===== src/hdl/multilevel_feedback_scheduler_assert.svh =====
// ----------------------------------------------------------------------------
// Multilevel feedback scheduler assertion macros
// Concurrent checks sampled on clk and held off during rst_n.
// ----------------------------------------------------------------------------
`ifndef MULTILEVEL_FEEDBACK_SCHEDULER_ASSERT_SVH
`define MULTILEVEL_FEEDBACK_SCHEDULER_ASSERT_SVH

// condition holds at every edge
`define MLFS_ASSERT_ALWAYS(lbl, cond, msg) \
    lbl: assert property (@(posedge clk) disable iff (!rst_n) (cond)) else $error(msg);

// antecedent implies consequent in the same cycle
`define MLFS_ASSERT_IMPLY(lbl, ante, cons, msg) \
    lbl: assert property (@(posedge clk) disable iff (!rst_n) (ante) |-> (cons)) \
        else $error(msg);

// antecedent implies consequent in the next cycle
`define MLFS_ASSERT_NEXT(lbl, ante, cons, msg) \
    lbl: assert property (@(posedge clk) disable iff (!rst_n) (ante) |=> (cons)) \
        else $error(msg);

`endif


===== src/hdl/mlfs_pkg.sv =====
// ----------------------------------------------------------------------------
// mlfs_pkg
// Shared widths, codes and queue request types of the feedback scheduler.
// ----------------------------------------------------------------------------
package mlfs_pkg;

    localparam int DEFAULT_MAX_JOBS = 8;
    localparam int JOB_W            = 3;
    localparam int LEVEL_W          = 2;
    localparam int LIMIT_W          = 4;

    localparam logic [1:0] OP_ADMIT    = 2'd0;
    localparam logic [1:0] OP_DISPATCH = 2'd1;
    localparam logic [1:0] OP_SLICE    = 2'd2;
    localparam logic [1:0] OP_FINISH   = 2'd3;

    localparam logic [1:0] STATUS_DONE   = 2'd0;
    localparam logic [1:0] STATUS_IDLE   = 2'd1;
    localparam logic [1:0] STATUS_REJECT = 2'd2;

    localparam logic [LEVEL_W-1:0] LV_HIGH   = 2'd0;
    localparam logic [LEVEL_W-1:0] LV_MEDIUM = 2'd1;
    localparam logic [LEVEL_W-1:0] LV_LOW    = 2'd2;

    localparam logic REG_HIGH_LIMIT   = 1'b0;
    localparam logic REG_MEDIUM_LIMIT = 1'b1;

    localparam logic [LIMIT_W-1:0] HIGH_LIMIT_RESET   = 4'd2;
    localparam logic [LIMIT_W-1:0] MEDIUM_LIMIT_RESET = 4'd4;
    localparam logic [LIMIT_W-1:0] RUN_MAX            = 4'd15;

    typedef struct packed {
        logic               en;
        logic [LEVEL_W-1:0] lv;
        logic [JOB_W-1:0]   job;
    } push_t;

    typedef struct packed {
        logic               en;
        logic [LEVEL_W-1:0] lv;
    } pop_t;

endpackage


===== src/hdl/mlfs_queues.sv =====
// ----------------------------------------------------------------------------
// mlfs_queues
// Three job FIFOs sharing one synchronous memory, with head and count per level.
// ----------------------------------------------------------------------------
module mlfs_queues #(
    parameter int MAX_JOBS = mlfs_pkg::DEFAULT_MAX_JOBS
) (
    input  logic                       clk,
    input  logic                       rst_n,
    input  mlfs_pkg::push_t            push,
    input  mlfs_pkg::pop_t             pop,
    output logic [2:0]                 nonempty,
    output logic [mlfs_pkg::JOB_W-1:0] pop_job
);

    localparam int IW    = $clog2(MAX_JOBS);
    localparam int CW    = $clog2(MAX_JOBS + 1);
    localparam int DEPTH = 3 * (2 ** IW);

    logic [mlfs_pkg::JOB_W-1:0] mem [0:DEPTH-1];
    logic [mlfs_pkg::JOB_W-1:0] pop_job_reg;

    logic [IW-1:0] head_reg  [3];
    logic [IW-1:0] head_next [3];
    logic [CW-1:0] count_reg [3];
    logic [CW-1:0] count_next[3];

    logic [IW-1:0] sel_head;
    logic [CW-1:0] sel_count;
    logic [IW-1:0] pop_head;
    logic [IW:0]   tail_sum;
    logic [IW-1:0] tail;
    logic          push_ok;

    always_comb
    begin
        sel_head  = '0;
        sel_count = '0;
        pop_head  = '0;
        for (int l = 0; l < 3; l++)
        begin
            if (push.lv == 2'(l))
            begin
                sel_head  = head_reg[l];
                sel_count = count_reg[l];
            end
            if (pop.lv == 2'(l))
            begin
                pop_head = head_reg[l];
            end
        end

        tail_sum = {1'b0, sel_head} + (IW + 1)'(sel_count);
        if (tail_sum >= (IW + 1)'(MAX_JOBS))
            tail = IW'(tail_sum - (IW + 1)'(MAX_JOBS));
        else
            tail = IW'(tail_sum);

        push_ok = push.en && (push.lv <= mlfs_pkg::LV_LOW)
                  && (sel_count < CW'(MAX_JOBS));

        for (int l = 0; l < 3; l++)
        begin
            head_next[l]  = head_reg[l];
            count_next[l] = count_reg[l];
            if (push_ok && push.lv == 2'(l))
                count_next[l] = count_reg[l] + CW'(1);
            if (pop.en && pop.lv == 2'(l) && count_reg[l] != '0)
            begin
                if (head_reg[l] == IW'(MAX_JOBS - 1))
                    head_next[l] = '0;
                else
                    head_next[l] = head_reg[l] + IW'(1);
                count_next[l] = count_next[l] - CW'(1);
            end
            nonempty[l] = (count_reg[l] != '0);
        end
    end

    always_ff @(posedge clk or negedge rst_n)
    begin
        if (!rst_n)
        begin
            for (int l = 0; l < 3; l++)
            begin
                head_reg[l]  <= '0;
                count_reg[l] <= '0;
            end
        end
        else
        begin
            for (int l = 0; l < 3; l++)
            begin
                head_reg[l]  <= head_next[l];
                count_reg[l] <= count_next[l];
            end
        end
    end

    always_ff @(posedge clk)
    begin
        if (push_ok)
            mem[{push.lv, tail}] <= push.job;
        if (pop.en)
            pop_job_reg <= mem[{pop.lv, pop_head}];
    end

    assign pop_job = pop_job_reg;

endmodule


===== src/hdl/multilevel_feedback_scheduler.sv =====
// Admit, finish, reject and idle results are loaded straight into the output register.
// Dispatch and slice end first read the queue memory or the run-count memory, then load
// their result once the output slot is free; no new item is taken until then.
// Reset: rst_n clears queue pointers, active flags and running job, and restores both limits
// to their defaults at once; memory contents are left as they are and need no clearing pass.
// ----------------------------------------------------------------------------
// multilevel_feedback_scheduler
// Three-level feedback job scheduler with per-job run counts in memory.
// ----------------------------------------------------------------------------
`include "multilevel_feedback_scheduler_assert.svh"

module multilevel_feedback_scheduler #(
    parameter int MAX_JOBS = mlfs_pkg::DEFAULT_MAX_JOBS
) (
    input  logic       clk,
    input  logic       rst_n,
    input  logic       s_tvalid,
    output logic       s_tready,
    input  logic [7:0] s_tdata,    // [1:0] opcode, [4:2] job, [7:5] zero
    output logic       m_tvalid,
    input  logic       m_tready,
    output logic [7:0] m_tdata,    // [1:0] status, [4:2] job_out, [6:5] level, [7] demoted
    input  logic       cfg_valid,
    output logic       cfg_ready,
    input  logic       cfg_index,
    input  logic [3:0] cfg_data
);

    localparam int IW     = $clog2(MAX_JOBS);
    localparam int JW     = mlfs_pkg::JOB_W;
    localparam int LW     = mlfs_pkg::LEVEL_W;
    localparam int RW     = mlfs_pkg::LIMIT_W;

    localparam logic [1:0] ST_IDLE  = 2'd0;
    localparam logic [1:0] ST_POP   = 2'd1;
    localparam logic [1:0] ST_SLICE = 2'd2;

    logic [1:0]          state_reg, state_next;
    logic [MAX_JOBS-1:0] active_reg, active_next;
    logic [JW-1:0]       running_job_reg, running_job_next;
    logic [LW-1:0]       running_level_reg, running_level_next;
    logic                running_valid_reg, running_valid_next;
    logic [LW-1:0]       dsp_lv_reg, dsp_lv_next;
    logic [RW-1:0]       high_limit_reg, medium_limit_reg;
    logic                out_valid_reg;
    logic [7:0]          out_data_reg;

    logic [2*RW-1:0] runs_mem [0:MAX_JOBS-1];
    logic [2*RW-1:0] runs_rd_reg;

    mlfs_pkg::push_t push;
    mlfs_pkg::pop_t  pop;
    logic [2:0]      nonempty;
    logic [JW-1:0]   pop_job;

    logic [1:0]      in_opcode;
    logic [JW-1:0]   in_job;
    logic [IW-1:0]   admit_idx;
    logic [IW-1:0]   run_idx;
    logic            admit_bad;
    logic            accept;
    logic            slot_free;
    logic            pop_start;

    logic            mem_we;
    logic [IW-1:0]   mem_waddr;
    logic [2*RW-1:0] mem_wdata;
    logic            mem_re;

    logic            out_load;
    logic [1:0]      o_status;
    logic [JW-1:0]   o_job;
    logic [LW-1:0]   o_level;
    logic            o_demoted;

    logic [RW-1:0]   high_runs, medium_runs, high_inc, medium_inc;
    logic [LW-1:0]   new_lv;
    logic            dem;

    mlfs_queues #(
        .MAX_JOBS (MAX_JOBS)
    ) u_queues (
        .clk      (clk),
        .rst_n    (rst_n),
        .push     (push),
        .pop      (pop),
        .nonempty (nonempty),
        .pop_job  (pop_job)
    );

    assign in_opcode = s_tdata[1:0];
    assign in_job    = s_tdata[4:2];
    assign admit_idx = IW'(in_job);
    assign run_idx   = IW'(running_job_reg);
    assign slot_free = !out_valid_reg || m_tready;
    assign s_tready  = (state_reg == ST_IDLE) && slot_free;
    assign accept    = s_tvalid && s_tready;
    assign admit_bad = (32'(in_job) >= MAX_JOBS) || active_reg[admit_idx];
    assign cfg_ready = 1'b1;
    assign pop_start = accept && (in_opcode == mlfs_pkg::OP_DISPATCH) && !running_valid_reg
                       && (nonempty != 3'b000);

    assign high_runs   = runs_rd_reg[RW-1:0];
    assign medium_runs = runs_rd_reg[2*RW-1:RW];
    assign high_inc    = (high_runs == mlfs_pkg::RUN_MAX) ? high_runs : high_runs + RW'(1);
    assign medium_inc  = (medium_runs == mlfs_pkg::RUN_MAX) ? medium_runs
                                                            : medium_runs + RW'(1);

    always_comb
    begin
        new_lv = running_level_reg;
        dem    = 1'b0;
        case (running_level_reg)
            mlfs_pkg::LV_HIGH:
            begin
                if (high_inc >= high_limit_reg)
                begin
                    new_lv = mlfs_pkg::LV_MEDIUM;
                    dem    = 1'b1;
                end
            end
            mlfs_pkg::LV_MEDIUM:
            begin
                if (medium_inc >= medium_limit_reg)
                begin
                    new_lv = mlfs_pkg::LV_LOW;
                    dem    = 1'b1;
                end
            end
            default:
            begin
                new_lv = mlfs_pkg::LV_LOW;
            end
        endcase
    end

    always_comb
    begin
        state_next         = state_reg;
        active_next        = active_reg;
        running_job_next   = running_job_reg;
        running_level_next = running_level_reg;
        running_valid_next = running_valid_reg;
        dsp_lv_next        = dsp_lv_reg;
        push               = '0;
        pop                = '0;
        mem_we             = 1'b0;
        mem_waddr          = run_idx;
        mem_wdata          = '0;
        mem_re             = 1'b0;
        out_load           = 1'b0;
        o_status           = mlfs_pkg::STATUS_REJECT;
        o_job              = '0;
        o_level            = '0;
        o_demoted          = 1'b0;

        case (state_reg)
            ST_IDLE:
            begin
                if (accept)
                begin
                    out_load = 1'b1;
                    case (in_opcode)
                        mlfs_pkg::OP_ADMIT:
                        begin
                            if (!admit_bad)
                            begin
                                active_next[admit_idx] = 1'b1;
                                mem_we    = 1'b1;
                                mem_waddr = admit_idx;
                                push.en   = 1'b1;
                                push.lv   = mlfs_pkg::LV_HIGH;
                                push.job  = in_job;
                                o_status  = mlfs_pkg::STATUS_DONE;
                                o_job     = in_job;
                            end
                        end
                        mlfs_pkg::OP_DISPATCH:
                        begin
                            if (!running_valid_reg)
                            begin
                                if (nonempty == 3'b000)
                                begin
                                    o_status = mlfs_pkg::STATUS_IDLE;
                                end
                                else
                                begin
                                    out_load = 1'b0;
                                    pop.en   = 1'b1;
                                    if (nonempty[0])
                                        pop.lv = mlfs_pkg::LV_HIGH;
                                    else if (nonempty[1])
                                        pop.lv = mlfs_pkg::LV_MEDIUM;
                                    else
                                        pop.lv = mlfs_pkg::LV_LOW;
                                    dsp_lv_next = pop.lv;
                                    state_next  = ST_POP;
                                end
                            end
                        end
                        mlfs_pkg::OP_SLICE:
                        begin
                            if (running_valid_reg)
                            begin
                                out_load   = 1'b0;
                                mem_re     = 1'b1;
                                state_next = ST_SLICE;
                            end
                        end
                        default:
                        begin
                            if (running_valid_reg)
                            begin
                                active_next[run_idx] = 1'b0;
                                running_valid_next   = 1'b0;
                                o_status = mlfs_pkg::STATUS_DONE;
                                o_job    = running_job_reg;
                                o_level  = running_level_reg;
                            end
                        end
                    endcase
                end
            end
            ST_POP:
            begin
                if (slot_free)
                begin
                    running_job_next   = pop_job;
                    running_level_next = dsp_lv_reg;
                    running_valid_next = 1'b1;
                    out_load           = 1'b1;
                    o_status           = mlfs_pkg::STATUS_DONE;
                    o_job              = pop_job;
                    o_level            = dsp_lv_reg;
                    state_next         = ST_IDLE;
                end
            end
            ST_SLICE:
            begin
                if (slot_free)
                begin
                    mem_we    = 1'b1;
                    mem_waddr = run_idx;
                    case (running_level_reg)
                        mlfs_pkg::LV_HIGH:   mem_wdata = {medium_runs, high_inc};
                        mlfs_pkg::LV_MEDIUM: mem_wdata = {medium_inc, high_runs};
                        default:             mem_wdata = runs_rd_reg;
                    endcase
                    push.en            = 1'b1;
                    push.lv            = new_lv;
                    push.job           = running_job_reg;
                    running_level_next = new_lv;
                    running_valid_next = 1'b0;
                    out_load           = 1'b1;
                    o_status           = mlfs_pkg::STATUS_DONE;
                    o_job              = running_job_reg;
                    o_level            = new_lv;
                    o_demoted          = dem;
                    state_next         = ST_IDLE;
                end
            end
            default:
            begin
                state_next = ST_IDLE;
            end
        endcase
    end

    always_ff @(posedge clk or negedge rst_n)
    begin
        if (!rst_n)
        begin
            state_reg         <= ST_IDLE;
            active_reg        <= '0;
            running_job_reg   <= '0;
            running_level_reg <= '0;
            running_valid_reg <= 1'b0;
            dsp_lv_reg        <= '0;
            out_valid_reg     <= 1'b0;
            high_limit_reg    <= mlfs_pkg::HIGH_LIMIT_RESET;
            medium_limit_reg  <= mlfs_pkg::MEDIUM_LIMIT_RESET;
        end
        else
        begin
            state_reg         <= state_next;
            active_reg        <= active_next;
            running_job_reg   <= running_job_next;
            running_level_reg <= running_level_next;
            running_valid_reg <= running_valid_next;
            dsp_lv_reg        <= dsp_lv_next;
            if (out_load)
                out_valid_reg <= 1'b1;
            else if (m_tready)
                out_valid_reg <= 1'b0;
            if (cfg_valid && cfg_ready)
            begin
                if (cfg_index == mlfs_pkg::REG_HIGH_LIMIT)
                    high_limit_reg <= cfg_data;
                else
                    medium_limit_reg <= cfg_data;
            end
        end
    end

    always_ff @(posedge clk)
    begin
        if (out_load)
            out_data_reg <= {o_demoted, o_level, o_job, o_status};
        if (mem_we)
            runs_mem[mem_waddr] <= mem_wdata;
        if (mem_re)
            runs_rd_reg <= runs_mem[run_idx];
    end

    assign m_tvalid = out_valid_reg;
    assign m_tdata  = out_data_reg;

    `MLFS_ASSERT_IMPLY(a_run_active, running_valid_reg, active_reg[run_idx], "job not active")
    `MLFS_ASSERT_IMPLY(a_slice_job, state_reg == ST_SLICE, running_valid_reg, "no running job")
    `MLFS_ASSERT_NEXT(a_pop, pop_start, state_reg == ST_POP && !running_valid_reg, "no queue read")

endmodule

===== config.mk =====
export PLATFORM = sky130hd
export DESIGN_NAME = multilevel_feedback_scheduler
export DESIGN_NICKNAME = d
export VERILOG_FILES = /design/src/hdl/mlfs_pkg.sv /design/src/hdl/mlfs_queues.sv /design/src/hdl/multilevel_feedback_scheduler.sv
export VERILOG_INCLUDE_DIRS = /design/src /design/src/hdl
export SDC_FILE = /design/constraint.sdc
export NUM_CORES = 1
export LEC_CHECK = 0
export ABC_AREA = 1
export BUFFER_PORTS_ARGS = -buffer_cell sky130_fd_sc_hd__buf_4
export CAP_MARGIN = 20
export CORE_MARGIN = 2
export CORE_UTILIZATION = 56
export DETAILED_ROUTE_END_ITERATION = 10
export PLACE_DENSITY = 0.72
export SLEW_MARGIN = 20
export SYNTH_ARGS = -nofsm -noshare
export SYNTH_HDL_FRONTEND = slang
export SYNTH_HIERARCHICAL = 1
export SYNTH_SLANG_ARGS = --single-unit

===== constraint.sdc =====
create_clock -name clk -period 6.4 [get_ports clk]
set_clock_uncertainty 0.15 [all_clocks]
set_input_delay 1.92 -clock clk [delete_from_list [all_inputs] [get_ports clk]]
set_output_delay 1.92 -clock clk [all_outputs]
set_load 0.01 [all_outputs]

==> flow_summary.json, run 1 <==
{
  "outcome": "completed",
  "synth_compound_gate_area_share": 0.0782,
  "layout_commonest_cell": "nand2_1",
  "whs_ns": 0.323,
  "rsz0062_at_grt": "false",
  "synth_ff_type": "edfxtp_1",
  "wl_per_cell_um": 16.3,
  "synth_area_leader_cell": "edfxtp_1",
  "cts_num_sinks": 203,
  "gp_congestion": 0.910,
  "min_period_over_period": 0.801,
  "crit_top_cell": "inv_1",
  "hold_buffers": 0,
  "largest_reg_flops": 72,
  "fp.dieW_um": 140,
  "synth_top_family_by_area": "simple AND/OR/NAND/NOR gates",
  "critPathTopFamily": "simple AND/OR/NAND/NOR gates",
  "path_buf_inv": 5,
  "hold_path.class": "reg2reg",
  "synth-simple-area-share": 0.217,
  "cp_cell_sequence": "ha_1 > nand2_1 > inv_1 > o21ai_0 > o21ai_0 > ha_1 > a21oi_1 > nand3_1 > o21ai_0 > nand2_1 > inv_1 > inv_2 > nor2_4 > nand2_1 > a22oi_1 > ha_1 > inv_1 > fa_1 > inv_1 > xor2_2 > or2_4 > nand3_2 > nor2_1",
  "dp_hpwl_mm": 15.2,
  "register_area_mm2": 0.00586,
  "hp-start": "u_queues/pop_job[0]",
  "hold_viol": 0,
  "slowest_stage": "edfxtp_1",
  "cts_max_level": 1,
  "synthCells": 1097,
  "setup_tns_ns": 0,
  "synth_edf_count": 155,
  "area.growth.synth_to_final_pct": 11.2,
  "critical_path_class": "reg2reg",
  "powerDensity_mw_per_mm2": 393,
  "drcViolationCount": 0,
  "n_antenna_cell": 0,
  "overflow": 0,
  "port_buffers": 24,
  "setup_violations": 0,
  "grt_max_degree": 49,
  "dp_slack_ns": 0.797,
  "ant_nets": 0,
  "fillCellCount": 1463,
  "finalWirelength_mm": 22.5,
  "core_area_mm2": 0.0180,
  "cp_max_fo": 7,
  "synthMuxAreaShare": 0,
  "maxSlewViolCount": 0,
  "grt_first_pass_wirelength_mm": 36.5,
  "startpoint_type": "flip-flop",
  "cts_setup_buffers": 0,
  "critPathArrivalTime_ns": 5.14,
  "start_util": 0.573,
  "cts_resized": 0,
  "worst_slack_ns": 1.27,
  "rrSetupSlack_ns": 1.27,
  "fmax_ghz": 0.195,
  "max-vdd-ir-drop_mv": 0.444,
  "tightest_slew_ns": 0.968,
  "layout_common_cells": "232 x nand2_1, 193 x inv_1, 155 x edfxtp_1, 106 x nand3_1, 69 x nor2_1",
  "ys_async_sr_fraction": 0.236,
  "ioPinCount": 29,
  "clockBufferDepth": 3,
  "nets": 1184,
  "multiInputGateArea_mm2": 0.00363,
  "clk_latency_ns": 0.51,
  "antenna_found_initial": 0,
  "synth.cell_area_mm2": 0.0103,
  "required_ns": 6.42,
  "yosysWarnings": 6,
  "crit-reg2reg-launch": "runs_rd_reg[4]",
  "yosysSeqAreaShare": 0.567,
  "startpoint": "runs_rd_reg[4]",
  "yosysTopAreaCellShare": 0.451,
  "track_usage": 0.233,
  "grt_pass1_vias": 7334,
  "ys_top_cells_by_area": "edfxtp_1 45%, dfrtp_1 11%, nand2_1 8.4%",
  "dieArea_mm2": 0.0196,
  "clk_pin_slew_worst_paths_ns": 0.06,
  "postSynthAreaPerCell_um2": 9.42,
  "dieHeight_um": 140,
  "synth_cell_types": 47,
  "cap_violations": 0,
  "row_count": 49,
  "syn_nets": 1150,
  "leakagePower_nw": 5.12,
  "cts_tree": "yes",
  "root_buffer": "clkbuf_16",
  "min_period_ns": 5.13,
  "firstDrtPassIters": 7,
  "initialDrtViolationCount": 648,
  "vias": 7639,
  "viasPerCell": 5.55,
  "synth_seq_cells": 203,
  "cts_buffers": 22,
  "synth_xor_xnor_area_share": 0.0125,
  "cp-end-kind": "flip-flop",
  "relSlewSlack": 0.352,
  "synth_adder_area_share": 0.0431,
  "layout-drive-gt1-share": 0.0915,
  "max_stage_delay_ns": 0.44
}
==> report_power, final <==
| group | internal, mW | switching (mW) | leakage (nW) |
|---|---|---|---|
| sequential | 1.63 | 0.108 | 2.03 |
| clock | 0.776 | 0.507 | 0.363 |
| combinational | 0.490 | 1.01 | 2.73 |
==> cell type report <==
| cell class | instances | area share |
|---|---|---|
| clock inverters | 17 | 0.0149 |
| well taps | 229 | 0.0249 |
| repair buffers | 30 | 0.0196 |
| inverters | 198 | 0.0647 |
| clock buffers | 23 | 0.0501 |
| multi-input cells | 676 | 0.316 |
| flip-flops and latches | 203 | 0.510 |
==> synth_stat cells, types with 2 or more instances <==
cell type / count
a21oi_1: 33
a221oi_1: 9
a22o_1: 2
a22oi_1: 10
buf_1: 4
buf_2: 6
buf_4: 3
clkbuf_1: 6
dfrtp_1: 46
dfstp_2: 2
edfxtp_1: 155
ha_1: 34
inv_1: 193
inv_2: 5
nand2_1: 232
nand2_2: 8
nand3_1: 106
nand3_2: 8
nand3b_1: 3
nand4_1: 49
nor2_1: 69
nor2_2: 2
nor2_4: 4
nor3_1: 3
o211ai_1: 3
o21ai_0: 49
o21ai_1: 19
o21bai_1: 4
o221ai_1: 2
or2_2: 2
xnor2_1: 3
xor2_1: 8
==> tightest hold or removal path: cells and delay by family (launching register included) <==
kind | cells | cell delay [ns]
compound gates | 1 | 0.07
simple gates | 1 | 0.06
flops | 1 | 0.32
==> through the flow <==
step / util / total power, mW / cell area, µm² / std cells
floorplan: - / 2.79 / 10300 / 1097
finish: 0.637 / 4.52 / 11500 / 1376
global placement: 0.596 / 3.19 / 10700 / 1336
detailed placement: 0.596 / 3.22 / 10700 / 1336
global route: 0.637 / 4.78 / 11500 / 1376
CTS: 0.637 / 4.52 / 11500 / 1376
==> logic make-up after synthesis <==
group	after synthesis
other	1
flip-flops	203
buffers and inverters	218
AO/OA/AOI/OAI	137
AND/OR/NAND/NOR	490
XOR/XNOR	13
adder cells (fa/ha/maj)	35
==> layer usage <==
layer / vias up / share of wire / global-route usage
met4: 0 / 0.027 / 0.0753
li1: 3770 / - / -
met1: 3516 / 0.43 / 0.325
met5: - / 0 / 0
met2: 304 / 0.46 / 0.377
met3: 49 / 0.077 / 0.0385
==> worst paths after layout <==
kind                                  endpoint  cells past startpoint
setup / recovery           u_queues/mem[22][0]                     23
hold / removal                      run_idx[0]                      2
setup reg to reg           u_queues/mem[22][0]                     23
hold reg to reg                     run_idx[0]                      2
max in group asynchronous    high_limit_reg[0]                      1
min in group asynchronous         state_reg[1]                      1
Power figures use the tool's default switching activity.
==> inputs of run 2 (changes only) <==
- clock period: 6.4 -> 5.2 ns (I/O delays scaled with it)
==> flow_summary.json, run 2 (synthesized netlist as in run 1, its figures left out) <==
{
  "finalWirelength_mm": 22.6,
  "row_count": 49,
  "viasPerCell": 5.57,
  "clk_latency_ns": 0.50,
  "maxSlewViolCount": 0,
  "layout-drive-gt1-share": 0.103,
  "cts_num_sinks": 203,
  "cp_max_fo": 8,
  "instances_no_fill": 1386,
  "clk_pin_slew_worst_paths_ns": 0.06,
  "overflow": 0,
  "track_usage": 0.233,
  "port_buffers": 24,
  "layout_commonest_cell": "nand2_1",
  "antenna_found_initial": 0,
  "dieHeight_um": 140,
  "start_util": 0.573,
  "slowest_stage": "edfxtp_1",
  "min_period_ns": 4.85,
  "startpoint_type": "flip-flop",
  "grt_pass1_vias": 7254,
  "nets": 1196,
  "ioPinCount": 29,
  "hp-start": "medium_limit_reg[1]",
  "rsz0062_at_grt": "false",
  "largest_reg_flops": 72,
  "outcome": "completed",
  "layout_common_cells": "232 x nand2_1, 192 x inv_1, 155 x edfxtp_1, 105 x nand3_1, 60 x nor2_1",
  "relSlewSlack": 0.391,
  "cp-end-kind": "flip-flop",
  "ant_nets": 0,
  "drcViolationCount": 0,
  "startpoint": "runs_rd_reg[4]",
  "crit-reg2reg-launch": "runs_rd_reg[4]",
  "leakagePower_nw": 5.17,
  "n_antenna_cell": 0,
  "dp.cells": 1348,
  "critPathArrivalTime_ns": 4.88,
  "cts_buffers": 22,
  "cts_max_level": 1,
  "core_area_mm2": 0.0180,
  "max_stage_delay_ns": 0.42,
  "max-vdd-ir-drop_mv": 0.376,
  "fp.dieW_um": 140,
  "vias": 7716,
  "hold_path.class": "reg2reg",
  "cts_tree": "yes",
  "setup_tns_ns": 0,
  "required_ns": 5.23,
  "hold_viol": 0,
  "wl_per_cell_um": 16.3,
  "grt_first_pass_wirelength_mm": 36.5,
  "cap_violations": 0,
  "hold_buffers": 0,
  "grt_max_degree": 49,
  "powerDensity_mw_per_mm2": 480,
  "area.growth.synth_to_final_pct": 12.1,
  "firstDrtPassIters": 6,
  "dieArea_mm2": 0.0196,
  "clockBufferDepth": 3,
  "setup_violations": 0,
  "gp_congestion": 0.888,
  "root_buffer": "clkbuf_16",
  "min_period_over_period": 0.932,
  "path_buf_inv": 6,
  "fmax_ghz": 0.206,
  "critPathTopFamily": "simple AND/OR/NAND/NOR gates",
  "crit_top_cell": "inv_1",
  "critical_path_class": "reg2reg",
  "tightest_slew_ns": 0.912,
  "dp_hpwl_mm": 15.8,
  "initialDrtViolationCount": 800
}
[run 2: power breakdown]
group / total (mW) / leakage [nW] / internal, mW / switching [mW]
logic: 1.89 / 2.79 / 0.641 / 1.25
clock network: 1.54 / 0.348 / 0.947 / 0.593
registers: 2.13 / 2.03 / 2.00 / 0.130
total: 5.56 / 5.17 / 3.59 / 1.97
[run 2: area by class of cell]
class	count	area, µm²
Fill cell	1458	6440
Sequential cell	203	5860
Multi-Input combinational cell	676	3660
Inverter	198	743
Clock buffer	27	591
Timing Repair Buffer	42	328
Tap cell	229	287
Clock inverter	11	123
[run 2: per-layer routing]
metal  routed length [µm]  vias to the layer above  global-route usage
met5                    0                        -                   0
met4                  671                        0              0.0747
met3                 1140                       47              0.0341
met2                10900                      238               0.389
met1                 9940                     3649               0.317
li1                     -                     3782                   -
[run 2: timing repair]
item | in CTS | in global routing
gates resized for setup | 0 | 11
setup buffers | 0 | 0
setup endpoints to repair | 0 | 72
[run 2: metrics by stage]
step | cell area (µm²) | setup WS [ns] | power [mW] | hold slack, ns | utilization
after floorplan | 10300 | 0.660 | 3.44 | 0.298 | -
after global placement | 10800 | 0.551 | 3.97 | 0.312 | 0.602
after detailed placement | 10800 | 0.335 | 4.01 | 0.329 | 0.602
after CTS | 11600 | 0.278 | 5.56 | 0.343 | 0.641
after global routing | 11600 | 0.00184 | 5.90 | 0.364 | 0.643
final | 11600 | 0.351 | 5.56 | 0.338 | 0.643
[run 2: worst paths after layout]
kind / depth (start not counted) / slack (ns) / endpoint
max in group asynchronous: 1 / 3.55 / high_limit_reg[0]
min reg2reg: 2 / 0.34 / medium_limit_reg[1]
min in group asynchronous: 1 / 0.92 / m_tvalid
max: 25 / 0.35 / u_queues/mem[21][2]
min: 2 / 0.34 / medium_limit_reg[1]
max reg2reg: 25 / 0.35 / u_queues/mem[21][2]
[run 2: worst min-delay path, cell delays in order, from the launching register on]
cell,delay [ns]
dfrtp_1,0.35
nand2_1,0.05
o21ai_0,0.06
==> inputs of run 3 (changes only) <==
- ABC_AREA: 1 -> not set
==> flow_summary.json, run 3 <==
{
  "outcome": "completed",
  "firstDrtPassIters": 5,
  "leakagePower_nw": 4.22,
  "cts_tree": "yes",
  "cts_buffers": 22,
  "drcViolationCount": 0,
  "place_area_mm2": 0.0106,
  "synth_edf_count": 155,
  "grt_max_degree": 49,
  "ys_async_sr_fraction": 0.236,
  "synth_commonest_cells": "155 x edfxtp_1, 79 x nor2_1, 66 x nand2_1, 48 x mux2i_1, 46 x dfrtp_1",
  "clockBufferDepth": 3,
  "clk_latency_ns": 0.50,
  "synthCells": 833,
  "cts_setup_buffers": 0,
  "fp.dieW_um": 139,
  "nets": 914,
  "relSlewSlack": 0.394,
  "layout_common_cells": "155 x edfxtp_1, 66 x nand2_1, 66 x nor2_1, 48 x mux2i_1, 46 x dfrtp_1",
  "core_area_mm2": 0.0179,
  "synth_ff_type": "edfxtp_1",
  "area.growth.synth_to_final_pct": 11.5,
  "yosysWarnings": 6,
  "tightest_slew_ns": 0.908,
  "layout_commonest_cell": "edfxtp_1",
  "yosysTopAreaCellShare": 0.456,
  "grt_first_pass_wirelength_mm": 36.1,
  "synth_cell_types": 77,
  "cp-end-kind": "flip-flop",
  "row_count": 49,
  "vias": 6832,
  "yosysSeqAreaShare": 0.574,
  "rsz0062_at_grt": "true",
  "cp_max_fo": 6,
  "layout-drive-gt1-share": 0.163,
  "cts_num_sinks": 203,
  "startpoint_type": "flip-flop",
  "utilization": 0.636,
  "min_period_ns": 4.97,
  "fin_area_mm2": 0.0114,
  "cap_violations": 0,
  "powerDensity_mw_per_mm2": 494,
  "gp_congestion": 0.887,
  "postSynthAreaPerCell_um2": 12.3,
  "setup_violations": 0,
  "ioPinCount": 29,
  "finalWirelength_mm": 22.5,
  "ant_nets": 0,
  "finalPower_mw": 5.62,
  "ys_top_cells_by_area": "edfxtp_1 46%, dfrtp_1 11%, mux2i_1 4.7%",
  "initialDrtViolationCount": 568,
  "port_buffers": 24,
  "hold_path.class": "reg2reg",
  "maxSlewViolCount": 0,
  "hold_viol": 0,
  "dp_hpwl_mm": 15.5,
  "min_period_over_period": 0.955,
  "overflow": 0,
  "whs_ns": 0.362,
  "setup_tns_ns": 0,
  "synth.cell_area_mm2": 0.0102,
  "clk_pin_slew_worst_paths_ns": 0.06,
  "n_antenna_cell": 0,
  "wl_per_cell_um": 20.3,
  "critPathArrivalTime_ns": 5.00,
  "max-vdd-ir-drop_mv": 0.318,
  "dieArea_mm2": 0.0193,
  "track_usage": 0.232,
  "critical_path_class": "reg2reg",
  "fmax_ghz": 0.201,
  "syn_nets": 886,
  "synth_area_leader_cell": "edfxtp_1",
  "synth.most_common_cell": "edfxtp_1",
  "largest_reg_flops": 72,
  "root_buffer": "clkbuf_16",
  "grt_pass1_vias": 6928,
  "hold_buffers": 0,
  "rrSetupSlack_ns": 0.23,
  "viasPerCell": 6.18,
  "dieHeight_um": 139,
  "start_util": 0.570,
  "synth_seq_cells": 203,
  "antenna_found_initial": 0,
  "cts_max_level": 1,
  "required_ns": 5.23
}
## run 3: cell families (layout without fill, tap and decap cells)
logic type                 count (synthesis)  in the layout  synth area share
DFF                                      203            203             0.574
adders and majority gates                 35             35            0.0436
buffers and inverters                     75            119            0.0346
other                                      1              1          0.000367
AOI/OAI and AO/OA                        158            158             0.109
xor gates and xnor gates                  21             21            0.0208
and+or+nand+nor                          261            261             0.128
muxes                                     79             79            0.0890
## run 3: path summary, 6_finish.rpt
| path | from | end | cells after the start |
|---|---|---|---|
| min in group asynchronous | rst_n | u_queues/head_reg[5] | 1 |
| max in group asynchronous | rst_n | medium_limit_reg[1] | 1 |
| setup reg to reg | runs_rd_reg[4] | u_queues/mem[18][1] | 16 |
| setup / recovery | runs_rd_reg[4] | u_queues/mem[18][1] | 16 |
| hold reg to reg | active_reg[0] | active_reg[0] | 2 |
| hold / removal | active_reg[0] | active_reg[0] | 2 |
## run 3: through the flow
stage	std cells	setup slack, ns
after floorplan	833	0.432
after global placement	1066	0.288
after detailed placement	1066	0.195
after CTS	1106	0.219
after global routing	1106	-0.0516
final	1106	0.235
## run 3: critical path: stages, from the launching register on
cell and delay, ns:
edfxtp_1 0.46, ha_1 0.29, nand3_1 0.16, mux2_2 0.37, ha_1 0.18, nor3_1 0.25
a211oi_1 0.18, or3_1 0.47, inv_1 0.11, nor2b_1 0.27, nand2_1 0.08, o21ai_0 0.09
ha_1 0.18, inv_1 0.05, fa_1 0.51, or3_1 0.54, nor2_1 0.30
## run 3: where the power goes
part	internal (mW)	switching, mW
Sequential	2.01	0.179
Clock	0.906	0.614
Combinational	0.763	1.15
Total	3.68	1.94
## run 3: timing repair
item                                   4_1_cts  5_1_grt
setup endpoints to repair                    0       51
resized for setup                            0       16
endpoints found under the hold margin        0        0
## run 3: routing by layer
layer / up-vias / global-route usage / part of all wire
met5: - / 0 / 0
met4: 0 / 0.0601 / 0.019
met2: 237 / 0.417 / 0.52
met1: 3392 / 0.298 / 0.41
li1: 3171 / - / -
met3: 32 / 0.0325 / 0.052
## run 3: final cells by class
type / instances / area, µm²
Inverter: 34 / 128
Multi-Input combinational cell: 555 / 4040
Sequential cell: 203 / 5860
Tap cell: 229 / 287
Clock inverter: 15 / 131
Timing Repair Buffer: 45 / 350
Fill cell: 1345 / 6520
Clock buffer: 25 / 583
